**config.mk**
```make
export PLATFORM = sky130hd
export DESIGN_NAME = min_weight_codeword_search
export DESIGN_NICKNAME = d
export VERILOG_FILES = /design/src/mwcs_pkg.sv /design/src/min_weight_codeword_search.sv
export SDC_FILE = /design/constraint.sdc
export NUM_CORES = 1
export LEC_CHECK = 0
export ABC_CLOCK_PERIOD_IN_PS = 24800
export BUFFER_PORTS_ARGS = -buffer_cell sky130_fd_sc_hd__buf_4
export CORE_ASPECT_RATIO = 1.5
export CORE_MARGIN = 2
export CORE_UTILIZATION = 68
export CTS_BUF_LIST = sky130_fd_sc_hd__clkbuf_4 sky130_fd_sc_hd__clkbuf_8
export CTS_CLUSTER_SIZE = 12
export DETAILED_ROUTE_END_ITERATION = 16
export GPL_TIMING_DRIVEN = 0
export PLACE_DENSITY = 0.87
export SYNTH_ARGS = -nofsm -noshare
export SYNTH_HDL_FRONTEND = slang
export SYNTH_SLANG_ARGS = --single-unit
```
**constraint.sdc**
```tcl
create_clock -name clock -period 24.8 [get_ports clock]
set_input_delay 1.24 -clock clock [delete_from_list [all_inputs] [get_ports clock]]
set_output_delay 1.24 -clock clock [all_outputs]
set_load 0.1 [all_outputs]
```
**src/mwcs_pkg.sv**
```systemverilog
// ----------------------------------------------------------------------------
// mwcs_pkg - shared types and constants for the codeword search
// Request/response structs, status codes and the constant seed-dependency
// table of the linear expansion x[t] = x[t-3]^x[t-8]^x[t-14]^x[t-16].
// ----------------------------------------------------------------------------
package mwcs_pkg;

   localparam int CODE_BITS       = 80;
   localparam int SEED_BITS       = 16;
   localparam int LOW_BITS        = 64;
   localparam int HIGH_BITS       = CODE_BITS - LOW_BITS;
   localparam int ROUND_BITS      = 7;
   localparam int WEIGHT_BITS     = 7;
   localparam int MIN_ROUNDS      = 20;
   localparam int DEF_MAX_ROUNDS  = 80;
   localparam int DEF_TAIL_ROUNDS = 5;
   localparam int GROUP_BITS      = 8;
   localparam int GROUPS          = CODE_BITS / GROUP_BITS;
   localparam int GROUP_CNT_BITS  = $clog2(GROUP_BITS + 1);

   typedef enum logic [1:0] {
      STATUS_FOUND = 2'd0,
      STATUS_NONE  = 2'd1,
      STATUS_RANGE = 2'd2
   } status_type;

   typedef struct packed {
      logic [ROUND_BITS-1:0] round_count;
      logic                  clear_tail;
   } req_type;

   typedef struct packed {
      status_type             status;
      logic [SEED_BITS-1:0]   win_seed;
      logic [WEIGHT_BITS-1:0] best_weight;
      logic [LOW_BITS-1:0]    rounds_mask_low;
      logic [HIGH_BITS-1:0]   rounds_mask_high;
   } rsp_type;

   typedef logic [SEED_BITS-1:0] dep_row_type;
   typedef dep_row_type [CODE_BITS-1:0] dep_table_type;

   // Row t lists the seed bits whose XOR gives codeword bit t.
   function automatic dep_table_type build_dep();
      dep_table_type d;
      for (int t = 0; t < CODE_BITS; t++) begin
         if (t < SEED_BITS) begin
            d[t] = dep_row_type'(1) << t;
         end else begin
            d[t] = d[t-3] ^ d[t-8] ^ d[t-14] ^ d[t-16];
         end
      end
      return d;
   endfunction

   localparam dep_table_type DEP = build_dep();

   function automatic logic [CODE_BITS-1:0] expand(input logic [SEED_BITS-1:0] seed);
      logic [CODE_BITS-1:0] c;
      for (int t = 0; t < CODE_BITS; t++) begin
         c[t] = ^(seed & DEP[t]);
      end
      return c;
   endfunction

endpackage

```
**src/min_weight_codeword_search.sv**
```systemverilog
// ----------------------------------------------------------------------------
// min_weight_codeword_search - minimum-weight disturbance vector search
// Sweeps all nonzero 16-bit seeds through one expander and popcount
// pipeline and reports the lightest codeword for the requested round count.
// ----------------------------------------------------------------------------
// A request (start while busy is low) with a round count in range runs a
// sweep of all 65535 nonzero seeds, one seed per cycle through a shared
// expander, a two-stage popcount and a best-so-far compare. The sweep is
// followed by a drain, which waits until no candidate seed is left in the
// pipeline, and by a mask state that forms the rounds mask and raises the
// strobe. busy stays high for the whole sweep. An out-of-range round count
// answers on the next cycle with status 2. The result on rsp_data is marked
// by strobe, high for a single cycle, and cannot be held off: sample it in
// that cycle.
module min_weight_codeword_search
   import mwcs_pkg::*;
#(
   parameter int MAX_ROUNDS  = DEF_MAX_ROUNDS,
   parameter int TAIL_ROUNDS = DEF_TAIL_ROUNDS
) (
   input  logic    clock,
   input  logic    reset,
   input  logic    start,
   output logic    busy,
   input  req_type req_data,
   output logic    strobe,
   output rsp_type rsp_data
);

   typedef enum logic [3:0] {
      ST_IDLE  = 4'b0001,
      ST_SWEEP = 4'b0010,
      ST_DRAIN = 4'b0100,
      ST_MASK  = 4'b1000
   } state_type;

   localparam logic [WEIGHT_BITS-1:0] WEIGHT_INIT = '1;

   state_type state_ff, state_in;

   logic [SEED_BITS-1:0]   seed_ff, seed_in;
   logic [CODE_BITS-1:0]   keep_mask_ff, keep_mask_in;
   logic [CODE_BITS-1:0]   tail_mask_ff, tail_mask_in;

   // stage A: expanded, truncated codeword
   logic                   a_valid_ff, a_valid_in;
   logic [SEED_BITS-1:0]   a_seed_ff, a_seed_in;
   logic [CODE_BITS-1:0]   a_word_ff, a_word_in;
   // stage B: per-byte counts
   logic                      b_valid_ff, b_valid_in;
   logic [SEED_BITS-1:0]      b_seed_ff, b_seed_in;
   logic [GROUP_CNT_BITS-1:0] b_cnt_ff [GROUPS];
   logic [GROUP_CNT_BITS-1:0] b_cnt_in [GROUPS];
   // stage C: total weight
   logic                   c_valid_ff, c_valid_in;
   logic [SEED_BITS-1:0]   c_seed_ff, c_seed_in;
   logic [WEIGHT_BITS-1:0] c_weight_ff, c_weight_in;

   logic                   found_ff, found_in;
   logic [SEED_BITS-1:0]   win_seed_ff, win_seed_in;
   logic [WEIGHT_BITS-1:0] best_weight_ff, best_weight_in;

   logic    strobe_ff, strobe_in;
   rsp_type rsp_ff, rsp_in;

   logic                 accept;
   logic                 in_range;
   logic [SEED_BITS-1:0] exp_seed;
   logic [CODE_BITS-1:0] exp_word;
   logic [CODE_BITS-1:0] kept_word;
   logic                 tail_hit;

   assign busy     = (state_ff != ST_IDLE);
   assign accept   = start && !busy;
   assign in_range = (req_data.round_count >= ROUND_BITS'(MIN_ROUNDS)) &&
                     (req_data.round_count <= ROUND_BITS'(MAX_ROUNDS));

   // one expander serves both the sweep and the final mask readout
   assign exp_seed  = (state_ff == ST_MASK) ? win_seed_ff : seed_ff;
   assign exp_word  = expand(exp_seed);
   assign kept_word = exp_word & keep_mask_ff;
   assign tail_hit  = |(exp_word & tail_mask_ff);

   always_comb begin
      logic [WEIGHT_BITS-1:0] sum;

      state_in       = state_ff;
      seed_in        = seed_ff;
      keep_mask_in   = keep_mask_ff;
      tail_mask_in   = tail_mask_ff;
      found_in       = found_ff;
      win_seed_in    = win_seed_ff;
      best_weight_in = best_weight_ff;
      strobe_in      = 1'b0;
      rsp_in         = rsp_ff;

      a_valid_in = (state_ff == ST_SWEEP) && !tail_hit;
      a_seed_in  = seed_ff;
      a_word_in  = kept_word;

      b_valid_in = a_valid_ff;
      b_seed_in  = a_seed_ff;
      for (int g = 0; g < GROUPS; g++) begin
         b_cnt_in[g] = '0;
         for (int i = 0; i < GROUP_BITS; i++) begin
            b_cnt_in[g] = b_cnt_in[g] + GROUP_CNT_BITS'(a_word_ff[g*GROUP_BITS + i]);
         end
      end

      sum = '0;
      for (int g = 0; g < GROUPS; g++) begin
         sum = sum + WEIGHT_BITS'(b_cnt_ff[g]);
      end
      c_valid_in  = b_valid_ff;
      c_seed_in   = b_seed_ff;
      c_weight_in = sum;

      // strict less-than: the earlier seed keeps a tie
      if (c_valid_ff && (c_weight_ff < best_weight_ff)) begin
         found_in       = 1'b1;
         win_seed_in    = c_seed_ff;
         best_weight_in = c_weight_ff;
      end

      unique case (state_ff)
         ST_IDLE: begin
            if (accept) begin
               if (in_range) begin
                  state_in       = ST_SWEEP;
                  seed_in        = SEED_BITS'(1);
                  found_in       = 1'b0;
                  win_seed_in    = '0;
                  best_weight_in = WEIGHT_INIT;
                  for (int t = 0; t < CODE_BITS; t++) begin
                     keep_mask_in[t] = ROUND_BITS'(t) < req_data.round_count;
                     tail_mask_in[t] = req_data.clear_tail && keep_mask_in[t] &&
                        ((ROUND_BITS + 1)'(t) + (ROUND_BITS + 1)'(TAIL_ROUNDS) >=
                         {1'b0, req_data.round_count});
                  end
               end else begin
                  strobe_in = 1'b1;
                  rsp_in    = '0;
                  rsp_in.status = STATUS_RANGE;
               end
            end
         end
         ST_SWEEP: begin
            if (seed_ff == '1) begin
               state_in = ST_DRAIN;
            end else begin
               seed_in = seed_ff + SEED_BITS'(1);
            end
         end
         ST_DRAIN: begin
            // only candidates can still update the best entry
            if (!a_valid_ff && !b_valid_ff && !c_valid_ff) begin
               state_in = ST_MASK;
            end
         end
         ST_MASK: begin
            state_in  = ST_IDLE;
            seed_in   = '0;
            strobe_in = 1'b1;
            rsp_in    = '0;
            if (found_ff) begin
               rsp_in.status           = STATUS_FOUND;
               rsp_in.win_seed         = win_seed_ff;
               rsp_in.best_weight      = best_weight_ff;
               rsp_in.rounds_mask_low  = kept_word[LOW_BITS-1:0];
               rsp_in.rounds_mask_high = kept_word[CODE_BITS-1:LOW_BITS];
            end else begin
               rsp_in.status = STATUS_NONE;
            end
         end
         default: begin
            state_in = ST_IDLE;
         end
      endcase
   end

   always_ff @(posedge clock) begin
      if (reset) begin
         state_ff       <= ST_IDLE;
         seed_ff        <= '0;
         a_valid_ff     <= 1'b0;
         b_valid_ff     <= 1'b0;
         c_valid_ff     <= 1'b0;
         found_ff       <= 1'b0;
         win_seed_ff    <= '0;
         best_weight_ff <= WEIGHT_INIT;
         strobe_ff      <= 1'b0;
      end else begin
         state_ff       <= state_in;
         seed_ff        <= seed_in;
         a_valid_ff     <= a_valid_in;
         b_valid_ff     <= b_valid_in;
         c_valid_ff     <= c_valid_in;
         found_ff       <= found_in;
         win_seed_ff    <= win_seed_in;
         best_weight_ff <= best_weight_in;
         strobe_ff      <= strobe_in;
      end
   end

   always_ff @(posedge clock) begin
      keep_mask_ff <= keep_mask_in;
      tail_mask_ff <= tail_mask_in;
      a_seed_ff    <= a_seed_in;
      a_word_ff    <= a_word_in;
      b_seed_ff    <= b_seed_in;
      b_cnt_ff     <= b_cnt_in;
      c_seed_ff    <= c_seed_in;
      c_weight_ff  <= c_weight_in;
      rsp_ff       <= rsp_in;
   end

   assign strobe   = strobe_ff;
   assign rsp_data = rsp_ff;

endmodule
```
==> results of run 1 <==
cell families (layout without fill, tap and decap cells):
kind of cell / after synthesis / in the layout / share of synthesized area
flops: 488 / 488 / 0.562
other cells: 0 / 2 / 0
compound gates: 140 / 140 / 0.0416
simple gates: 503 / 503 / 0.120
xor+xnor: 256 / 256 / 0.104
buf+inv: 268 / 514 / 0.0480
fa+ha+maj: 118 / 118 / 0.0902
mux: 58 / 58 / 0.0342
routing by layer:
metal  up-vias  GRT usage  share of wire
met4         0      0.338          0.098
met1      7302      0.431           0.33
li1       6479          -              -
met2       886      0.694           0.50
met3       296     0.0751          0.073
met5         -          0              0
path summary, 6_finish.rpt:
check | end | slack, ns
setup / recovery | c_weight_ff[6] | 20.22
hold / removal | b_seed_ff[12] | 0.33
setup reg to reg | c_weight_ff[6] | 20.22
hold reg to reg | b_seed_ff[12] | 0.33
area by class of cell:
class | instances | area (sq um) | share of cell area
sequential | 488 | 12400 | 0.496
multi-input combinational | 1075 | 8640 | 0.345
clock buffer | 106 | 1300 | 0.0520
timing repair buffer | 119 | 951 | 0.0379
inverter | 187 | 712 | 0.0284
tap | 410 | 513 | 0.0205
buffer | 81 | 355 | 0.0142
clock inverter | 21 | 160 | 0.00639
antenna | 2 | 5.00 | 0.000200
stage by stage:
| stage | power, uW | instances | hold WS [ns] | instance area, sq um | utilization |
|---|---|---|---|---|---|
| after detailed placement | 1300 | 2360 | 0.312 | 23600 | 0.739 |
| after global routing | 2000 | 2488 | 0.326 | 25100 | 0.785 |
| final | 1950 | 2489 | 0.326 | 25100 | 0.785 |
| after CTS | 1950 | 2487 | 0.324 | 25100 | 0.785 |
| after floorplan | 1190 | 1831 | 0.310 | 22100 | - |
| after global placement | 1290 | 2356 | 0.310 | 23500 | 0.736 |
cell usage in the layout (no fill, tap or decap), types with 83 or more instances in the layout:
cell type	Yosys	layout
xor2_1	84	84
edfxtp_1	265	265
nand2_1	83	83
xnor2_1	164	164
buf_4	1	116
inv_1	186	185
and2_1	87	87
and3_1	93	93
nor2_1	121	121
dfxtp_1	223	223
sequential cells by signal, summed over array words and instances (netlist names), 7 cells and up:
signal	count
a_seed_ff	16
a_seed_in	16
a_word_ff	80
b_cnt_ff	40
b_seed_ff	16
best_weight_ff	7
c_seed_ff	16
c_weight_ff	7
keep_mask_ff	80
rsp_data	105
tail_mask_ff	80
win_seed_ff	16
report_power, final:
part / switching, uW / total, uW / internal [uW]
registers: 22.4 / 937 / 915
logic: 263 / 355 / 91.8
clock network: 313 / 663 / 350
total: 599 / 1950 / 1360
==> flow_metrics.tcl, run 1 <==
set metrics [dict create \
    grt_start_max_net_pins 82 \
    min_path_cells 0 \
    relSlewSlack 0.0451 \
    ys_seq_area_frac 0.562 \
    synth_largest_area_cell "edfxtp_1" \
    path_depth 15 \
    finalSetupTns_ns 0 \
    drv_cap 0 \
    cts_buffers 69 \
    initial_core_util 0.693 \
    crit_family "adder cells" \
    ioPinCount 118 \
    startpoint_type "flip-flop" \
    area_delta_synth_final_pct 13.3 \
    syn_area_sq_mm 0.0221 \
    pre_cts_slack_ns 20.01 \
    place_hpwl_microns 50200 \
    max_stage_delay_ns 0.72 \
    period_needed_ns 4.58 \
    cp_max_fo 2 \
    power.density_mw_per_mm2 78.0 \
    clk_pin_slew_ns 0.07 \
    nets 2150 \
    synth.area.top_cells "edfxtp_1 36%, dfxtp_1 20%, xnor2_1 6.5%" \
    die_y_microns 225 \
    clk_latency_ns 0.66 \
    rr_startpoint "b_cnt_ff[14]" \
    r2r.worst_path.cells 15 \
    io_buffers 115 \
    cp.required_ns 25.36 \
    status "finished clean" \
    synthCells 1831 \
    ys_async_sr_fraction 0 \
    post_cts_buffers 0 \
    crit_top_cell "fa_1" \
    skew_ns 0.0444 \
    synth_edf_count 265 \
    fin_ws_ns 20.22 \
    postCtsResizedCells 0 \
    syn_nets 1960 \
    drt-initial-drc-count 1280 \
    core_area_sq_mm 0.0319 \
    worst_slew_pin_slew_ns 1.43 \
    routabilityCongestion 1.04 \
    drt_pass1_iterations 6 \
    crit_chain "inv_1 -> fa_1 -> inv_1 -> fa_1 -> fa_1 -> inv_1 -> fa_1 -> fa_1 -> inv_1 -> ha_1 -> a21o_1 -> a21oi_1 -> o21bai_1 -> a21oi_1 -> xnor2_1" \
    synth_most_common_cell "edfxtp_1" \
    die-area_sq_mm 0.0340 \
    grt_pass1_wl_microns 97600 \
    path_class "reg2reg" \
    vias 15000 \
    max_clock_freq_mhz 218 \
    ctsHoldBuffers 0 \
    p_leak_uw 0.0104 \
    rows 80 \
    fillers 1851 \
    post_drt_wl_per_cell_microns 27.2 \
    finalHoldViolations 0 \
    grt_antenna_before_repair 1 \
    holdCritStartpoint "a_seed_ff[12]" \
    finalCritPeriodShare 0.185 \
    wirelength_microns 67600 \
    cts-root-buf "clkbuf_8" \
    synth-seq-cells 488 \
    synthTopCellsByCount "265 x edfxtp_1, 223 x dfxtp_1, 186 x inv_1" \
    ctsLongestPathBuffers 3 \
    peakVddDrop_uv 75.6 \
    setup_violations 0 \
    maxSlewViolCount 0 \
    cts.sinks 488 \
    grt_setup_unrepaired "no" \
    first_global_vias 15700 \
    ys.flop_type "edfxtp_1" \
    end_kind "flip-flop" \
    worst_ep_arrival_time_ns 5.14 \
    startpoint "b_cnt_ff[14]" \
    drtAntennaViolNets 0 \
    htree_levels 3 \
    worst_hold_path_type "reg2reg" \
    die_w_microns 151 \
    synth_top_cell_area_share 0.360 \
    postSynthAreaPerCell_sq_um 12.1 \
    drive_gt1_frac 0.141 \
    grtUsageTotal 0.407 \
    tritoncts "built" \
    grt-ovfl-total 0 \
    drc 0 \
    avgViaCountPerCell 6.01 \
    path_buf_inv 4 \
    critPathSlowestCell "fa_1" \
    yosysWarnings 0 \
    synth_cell_types 62 \
]
(Power assumes the default switching activity.)
==> inputs of run 2 (changes only) <==
--- a/config.mk
+++ b/config.mk
@@ -5,16 +5,17 @@
 export SDC_FILE = /design/constraint.sdc
 export NUM_CORES = 1
 export LEC_CHECK = 0
-export ABC_CLOCK_PERIOD_IN_PS = 24800
+export ABC_AREA = 1
+export ABC_CLOCK_PERIOD_IN_PS = 4010
 export BUFFER_PORTS_ARGS = -buffer_cell sky130_fd_sc_hd__buf_4
 export CORE_ASPECT_RATIO = 1.5
 export CORE_MARGIN = 2
-export CORE_UTILIZATION = 68
+export CORE_UTILIZATION = 58
 export CTS_BUF_LIST = sky130_fd_sc_hd__clkbuf_4 sky130_fd_sc_hd__clkbuf_8
 export CTS_CLUSTER_SIZE = 12
 export DETAILED_ROUTE_END_ITERATION = 16
 export GPL_TIMING_DRIVEN = 0
-export PLACE_DENSITY = 0.87
+export PLACE_DENSITY = 0.79
 export SYNTH_ARGS = -nofsm -noshare
 export SYNTH_HDL_FRONTEND = slang
 export SYNTH_SLANG_ARGS = --single-unit
==> constraint.sdc (replaced) <==
create_clock -name clock -period 4.01 [get_ports clock]
set_input_delay 0.2005 -clock clock [delete_from_list [all_inputs] [get_ports clock]]
set_output_delay 0.2005 -clock clock [all_outputs]
set_load 0.1 [all_outputs]
==> run 2 against run 1 <==
Compared with the run above:
- the run now ends with setup timing left
- clock skew down 0.013 ns
- sequential share of layout area down 3.3 points
- area after synthesis up 6.5%
- combinational power rose to 5.4 times the previous value
- cell count up 39%
- wire length up 30%
- via count up 34%
- global-route usage up 1.4 points
- critical path type unchanged
==> flow_metrics.tcl, run 2 <==
set metrics [dict create \
    power.density_mw_per_mm2 445 \
    pre_cts_slack_ns -0.445 \
    grt-ovfl-total 0 \
    p_sw_uw 3540 \
    cp_max_fo 2 \
    synth_most_common_cell "nand2_1" \
    violations "setup timing" \
    area_delta_synth_final_pct 14.2 \
    finalCritPeriodShare 1.06 \
    worst_hold_path_type "in2reg" \
    finalSetupTns_ns -0.376 \
    tritoncts "built" \
    core_area_sq_mm 0.0402 \
    io_buffers 115 \
    initial_core_util 0.586 \
    worst_slew_pin_slew_ns 1.45 \
    worst_ep_arrival_time_ns 4.81 \
    drc 0 \
    grtUsageTotal 0.421 \
    ys_async_sr_fraction 0 \
    synth-seq-cells 488 \
    synth.area.top_cells "edfxtp_1 34%, dfxtp_1 19%, nand2_1 13%" \
    clk_latency_ns 0.66 \
    ioPinCount 118 \
    skew_ns 0.0317 \
    grt_start_max_net_pins 54 \
    maxSlewViolCount 0 \
    synth_cell_types 42 \
    timing.rr.end "c_weight_ff[6]" \
    path_class "reg2reg" \
    drt_pass1_iterations 6 \
    routabilityCongestion 1.08 \
    die_w_microns 169 \
    place_hpwl_microns 67300 \
    cp.required_ns 4.55 \
    ctsLongestPathBuffers 3 \
    syn_nets 2818 \
    holdCritStartpoint "req_data[4]" \
    p_int_uw 8430 \
    finalHoldViolations 0 \
    power_uw 12000 \
    rr_startpoint "b_cnt_ff[15]" \
    final_common_cell "nand2_1" \
    htree_levels 3 \
    post_drt_wl_per_cell_microns 25.5 \
    cts.sinks 488 \
    grt_antenna_before_repair 3 \
    synth_top_cell_area_share 0.338 \
    p_clk_frac 0.369 \
    seq_area_sq_mm 0.0124 \
    drive_gt1_frac 0.136 \
    p_sw_frac 0.296 \
    status "complete, but fails checks" \
    seqPwrFrac 0.472 \
    relSlewSlack 0.0273 \
    fin_area_sq_mm 0.0269 \
    largest_reg_flops 105 \
    whs_endpoint "tail_mask_ff[7]" \
    die_y_microns 251 \
    nets 3019 \
    clk_pin_slew_ns 0.07 \
    fin_ws_ns -0.260 \
    grt_setup_unrepaired "yes" \
    postSynthAreaPerCell_sq_um 8.76 \
    synthCells 2689 \
    synthTopCellsByCount "813 x nand2_1, 380 x inv_1, 265 x edfxtp_1" \
    wirelength_microns 88000 \
    p_comb_frac 0.159 \
    die-area_sq_mm 0.0423 \
    first_global_vias 20200 \
    final_cell_mix "812 x nand2_1, 370 x inv_1, 265 x edfxtp_1" \
    min_path_cells 3 \
    max_clock_freq_mhz 234 \
    rows 90 \
    end_kind "flip-flop" \
    avgViaCountPerCell 5.79 \
    grt_pass1_wl_microns 126000 \
    synth_edf_count 265 \
    period_needed_ns 4.27 \
    setup_violations 4 \
    fillers 3120 \
    vias 20000 \
    peakVddDrop_uv 529 \
    cts-root-buf "clkbuf_8" \
    yosysWarnings 0 \
    reg2reg_slack_ns -0.26 \
    drv_cap 0 \
    synth_largest_area_cell "edfxtp_1" \
    ys_seq_area_frac 0.527 \
    drt-initial-drc-count 2448 \
    ys.flop_type "edfxtp_1" \
    cts_buffers 72 \
    drtAntennaViolNets 0 \
    syn_area_sq_mm 0.0236 \
    utilization 0.669 \
    multiInputGateArea_sq_mm 0.00931 \
    startpoint_type "flip-flop" \
    dpl_cell_area_sq_mm 0.0252 \
    r2r.worst_path.cells 15 \
    p_leak_uw 0.0123 \
]
## run 2: changes by cell type after synthesis, moves of 37 or more
cell,delta
and3_1,-93
nand2_1,+730
nor3_1,+108
xor2_1,-61
clkbuf_1,-37
nand2_2,+61
inv_1,+194
mux2i_1,-39
and2_1,-87
xnor2_1,-147
nand3_1,+163
nor2_1,+95
## run 2: area by class of cell
type | instances | share of cell area
plain buffers | 73 | 0.0166
flip-flops and latches | 488 | 0.462
diodes | 1 | 0.0000930
inverters | 385 | 0.0542
clock inverters | 25 | 0.00903
multi-input cells | 1743 | 0.346
clock buffers | 109 | 0.0497
well taps | 506 | 0.0235
repair buffers | 127 | 0.0383
## run 2: worst max path at each step
stage | slack, ns | startpoint | end
final | -0.26 | b_cnt_ff[15] | c_weight_ff[6]
after global routing | -0.37 | b_cnt_ff[15] | c_weight_ff[6]
after CTS | -0.24 | b_cnt_ff[23] | c_weight_ff[6]
after detailed placement | -0.44 | b_cnt_ff[14] | c_weight_ff[6]
after global placement | -1.71 | req_data[2] | keep_mask_ff[15]
after floorplan | 0.02 | b_cnt_ff[14] | c_weight_ff[6]
## run 2: worst max-delay path, cell delays in order, from the launching register on
cell and delay (ns):
dfxtp_4 0.36, fa_1 0.51, inv_2 0.05, fa_1 0.59, fa_1 0.46, fa_1 0.50
inv_1 0.05, fa_1 0.53, ha_4 0.22, a21oi_4 0.15, inv_2 0.06, a31oi_4 0.15
nor2_1 0.08, o21ai_1 0.16, nand2_1 0.10, xor2_2 0.17
## run 2: power by group through the flow
| stage | clock network [uW] | registers [uW] | logic (uW) |
|---|---|---|---|
| 4_1_cts | 4410 | 5650 | 1860 |
| 6_report | 4420 | 5650 | 1900 |
| 5_1_grt | 4630 | 5670 | 2010 |
| 3_5_place_dp | 0 | 5750 | 1810 |
| 2_1_floorplan | 0 | 6240 | 742 |
| 3_3_place_gp | 0 | 5770 | 1740 |
## run 2: cells by family (layout without fill, tap and decap cells)
group | after synthesis | in the layout | synth area share
xor+xnor | 42 | 42 | 0.0163
fa+ha+maj | 118 | 118 | 0.0847
other cells | 0 | 1 | 0
buf+inv | 458 | 719 | 0.0805
compound gates | 143 | 143 | 0.0319
simple gates | 1440 | 1440 | 0.259
flops | 488 | 488 | 0.527
## run 2: metrics by stage
step | hold WS (ns) | instances
after floorplan | 0.299 | 2689
after global placement | 0.310 | 3310
after detailed placement | 0.313 | 3315
after CTS | 0.00941 | 3455
after global routing | 0.0288 | 3457
final | 0.0236 | 3457
## run 2: what timing repair did
action,4_1_cts,5_1_grt
buffers inserted,3,1
gates resized for setup,19,8
setup endpoints to repair,4,3
pin swaps,16,6
endpoints found under the hold margin,8,0
hold buffers,3,0
## run 2: per-layer routing
metal	GRT usage	vias to the layer above	wire length [microns]
li1	-	8947	-
met1	0.451	9385	29100
met2	0.695	1241	41800
met3	0.0967	435	8030
met4	0.371	4	9080
met5	0	-	27
==> inputs of run 3 (changes only) <==
--- a/config.mk
+++ b/config.mk
@@ -6,7 +6,7 @@
 export NUM_CORES = 1
 export LEC_CHECK = 0
 export ABC_AREA = 1
-export ABC_CLOCK_PERIOD_IN_PS = 4010
+export ABC_CLOCK_PERIOD_IN_PS = 3890
 export BUFFER_PORTS_ARGS = -buffer_cell sky130_fd_sc_hd__buf_4
 export CORE_ASPECT_RATIO = 1.5
 export CORE_MARGIN = 2
==> constraint.sdc (replaced) <==
create_clock -name clock -period 3.89 [get_ports clock]
set_input_delay 0.1945 -clock clock [delete_from_list [all_inputs] [get_ports clock]]
set_output_delay 0.1945 -clock clock [all_outputs]
set_load 0.1 [all_outputs]
==> run 3 against run 2 <==
Compared with the run above:
- the run ends with capacitance limit, slew limit, setup timing left
- utilization barely moved
- fmax rose by 0.70%
- via count fell by 0.60%
- flip-flop and latch count did not move
- clock power rose by 3%
- combinational power rose by 4%
- highest routed layer unchanged
- clock skew rose by 0.013 ns
- sequential power rose by 3%
- global-route usage fell by 0.057 points
==> flow_metrics.tcl, run 3 (same netlist as run 2, synthesis figures left out) <==
set metrics [dict create \
    htree_levels 3 \
    drv_cap 1 \
    status "complete, but fails checks" \
    end_kind "flip-flop" \
    placed_cells 3315 \
    cts-root-buf "clkbuf_8" \
    place_hpwl_microns 67700 \
    grt_start_max_net_pins 54 \
    drive_gt1_frac 0.133 \
    cts_buffers 72 \
    drt-initial-drc-count 2322 \
    ioPinCount 118 \
    drc 0 \
    maxSlewViolCount 11 \
    area_delta_synth_final_pct 14.2 \
    drtAntennaViolNets 0 \
    power.density_mw_per_mm2 460 \
    largest_reg_flops 105 \
    path_class "reg2reg" \
    cp_max_fo 2 \
    peakVddDrop_uv 461 \
    io_buffers 115 \
    grt_setup_unrepaired "yes" \
    cp.required_ns 4.41 \
    r2r.worst_path.cells 15 \
    drt_pass1_iterations 7 \
    die_w_microns 169 \
    ctsLongestPathBuffers 3 \
    top_layer "met5" \
    cts.sinks 488 \
    worst_ep_arrival_time_ns 4.76 \
    vias 19900 \
    min_path_cells 3 \
    setup_violations 3 \
    final_cell_mix "812 x nand2_1, 372 x inv_1, 265 x edfxtp_1" \
    post_drt_wl_per_cell_microns 25.6 \
    clk_latency_ns 0.66 \
    grtUsageTotal 0.420 \
    skew_ns 0.0448 \
    startpoint_type "flip-flop" \
    relSlewSlack -0.0876 \
    worst_slew_pin_slew_ns 1.63 \
    period_needed_ns 4.24 \
    grt_pass1_wl_microns 126000 \
    stdcell_count 3456 \
    wirelength_microns 88600 \
    fin_ws_ns -0.350 \
    avgViaCountPerCell 5.76 \
    finalCritPeriodShare 1.09 \
    wl_met3_microns 7750 \
    max_clock_freq_mhz 236 \
    worst_hold_path_type "in2reg" \
    final_common_cell "nand2_1" \
    p_leak_uw 0.0122 \
    finalHoldViolations 0 \
    grt_antenna_before_repair 2 \
    clk_pin_slew_ns 0.06 \
    first_global_vias 20000 \
    core_area_sq_mm 0.0402 \
    finalSetupTns_ns -0.842 \
    wl_met1_microns 28900 \
    initial_core_util 0.586 \
    wl_met2_microns 42800 \
    tritoncts "built" \
    rows 90 \
    routabilityCongestion 1.09 \
    nets 3019 \
    die-area_sq_mm 0.0423 \
    power_uw 12400 \
    grt-ovfl-total 0 \
    violations "capacitance limit, slew limit, setup timing" \
    die_y_microns 251 \
]
run 3: worst max-delay path, cell delays in order, from the launching register on:
cell and delay [ns]:
dfxtp_2 0.32, fa_1 0.55, inv_2 0.08, fa_2 0.57, fa_1 0.43, fa_1 0.51, inv_1 0.05, fa_1 0.53
ha_4 0.22, a21oi_2 0.14, inv_2 0.06, a31oi_4 0.15, nor2_1 0.07, o21ai_1 0.16, nand2_1 0.11, xor2_2 0.16
run 3: report_power, final:
part           internal, uW  switching (uW)  leakage [uW]
clock                  2460            2100      0.000812
sequential             5720             109       0.00421
combinational           491            1490       0.00722
run 3: worst paths after layout:
| kind | start | end | slack [ns] |
|---|---|---|---|
| worst max register to register | b_cnt_ff[7] | c_weight_ff[6] | -0.35 |
| worst min-delay path | req_data[6] | keep_mask_ff[19] | 0.06 |
| worst max-delay path | b_cnt_ff[7] | c_weight_ff[6] | -0.35 |
| worst min register to register | b_seed_ff[4] | c_seed_ff[4] | 0.31 |
run 3: timing repair:
| item | CTS | global route |
|---|---|---|
| setup endpoints to repair | 8 | 4 |
| hold buffers | 4 | 0 |
| gates cloned | 0 | 0 |
| hold endpoints to repair | 12 | 0 |
| pin swaps | 8 | 12 |
| resized for setup | 10 | 8 |
| setup buffers | 2 | 1 |
run 3: layer usage:
| metal | global-route usage | up-vias |
|---|---|---|
| met5 | 0 | - |
| met4 | 0.365 | 2 |
| met3 | 0.0923 | 401 |
| met2 | 0.711 | 1225 |
| met1 | 0.441 | 9326 |
| li1 | - | 8938 |
run 3: final cells by class:
type                            count  area, sq um
Clock inverter                     29          264
Buffer                             73          454
Clock buffer                      104         1310
Sequential cell                   488        12400
Timing Repair Buffer              127         1030
Fill cell                        3080        13300
Antenna cell                        1         2.50
Multi-Input combinational cell   1743         9320
Tap cell                          506          633
Inverter                          385         1450
run 3: stage by stage:
step	hold WS (ns)	worst slack (ns)	cell area (sq um)	util
floorplan	0.293	-0.00718	23600	-
global placement	0.310	-1.69	25100	0.624
detailed placement	0.312	-0.425	25200	0.627
CTS	0.0124	-0.412	26900	0.669
global route	0.0227	-0.452	26900	0.669
finish	0.0628	-0.350	26900	0.669
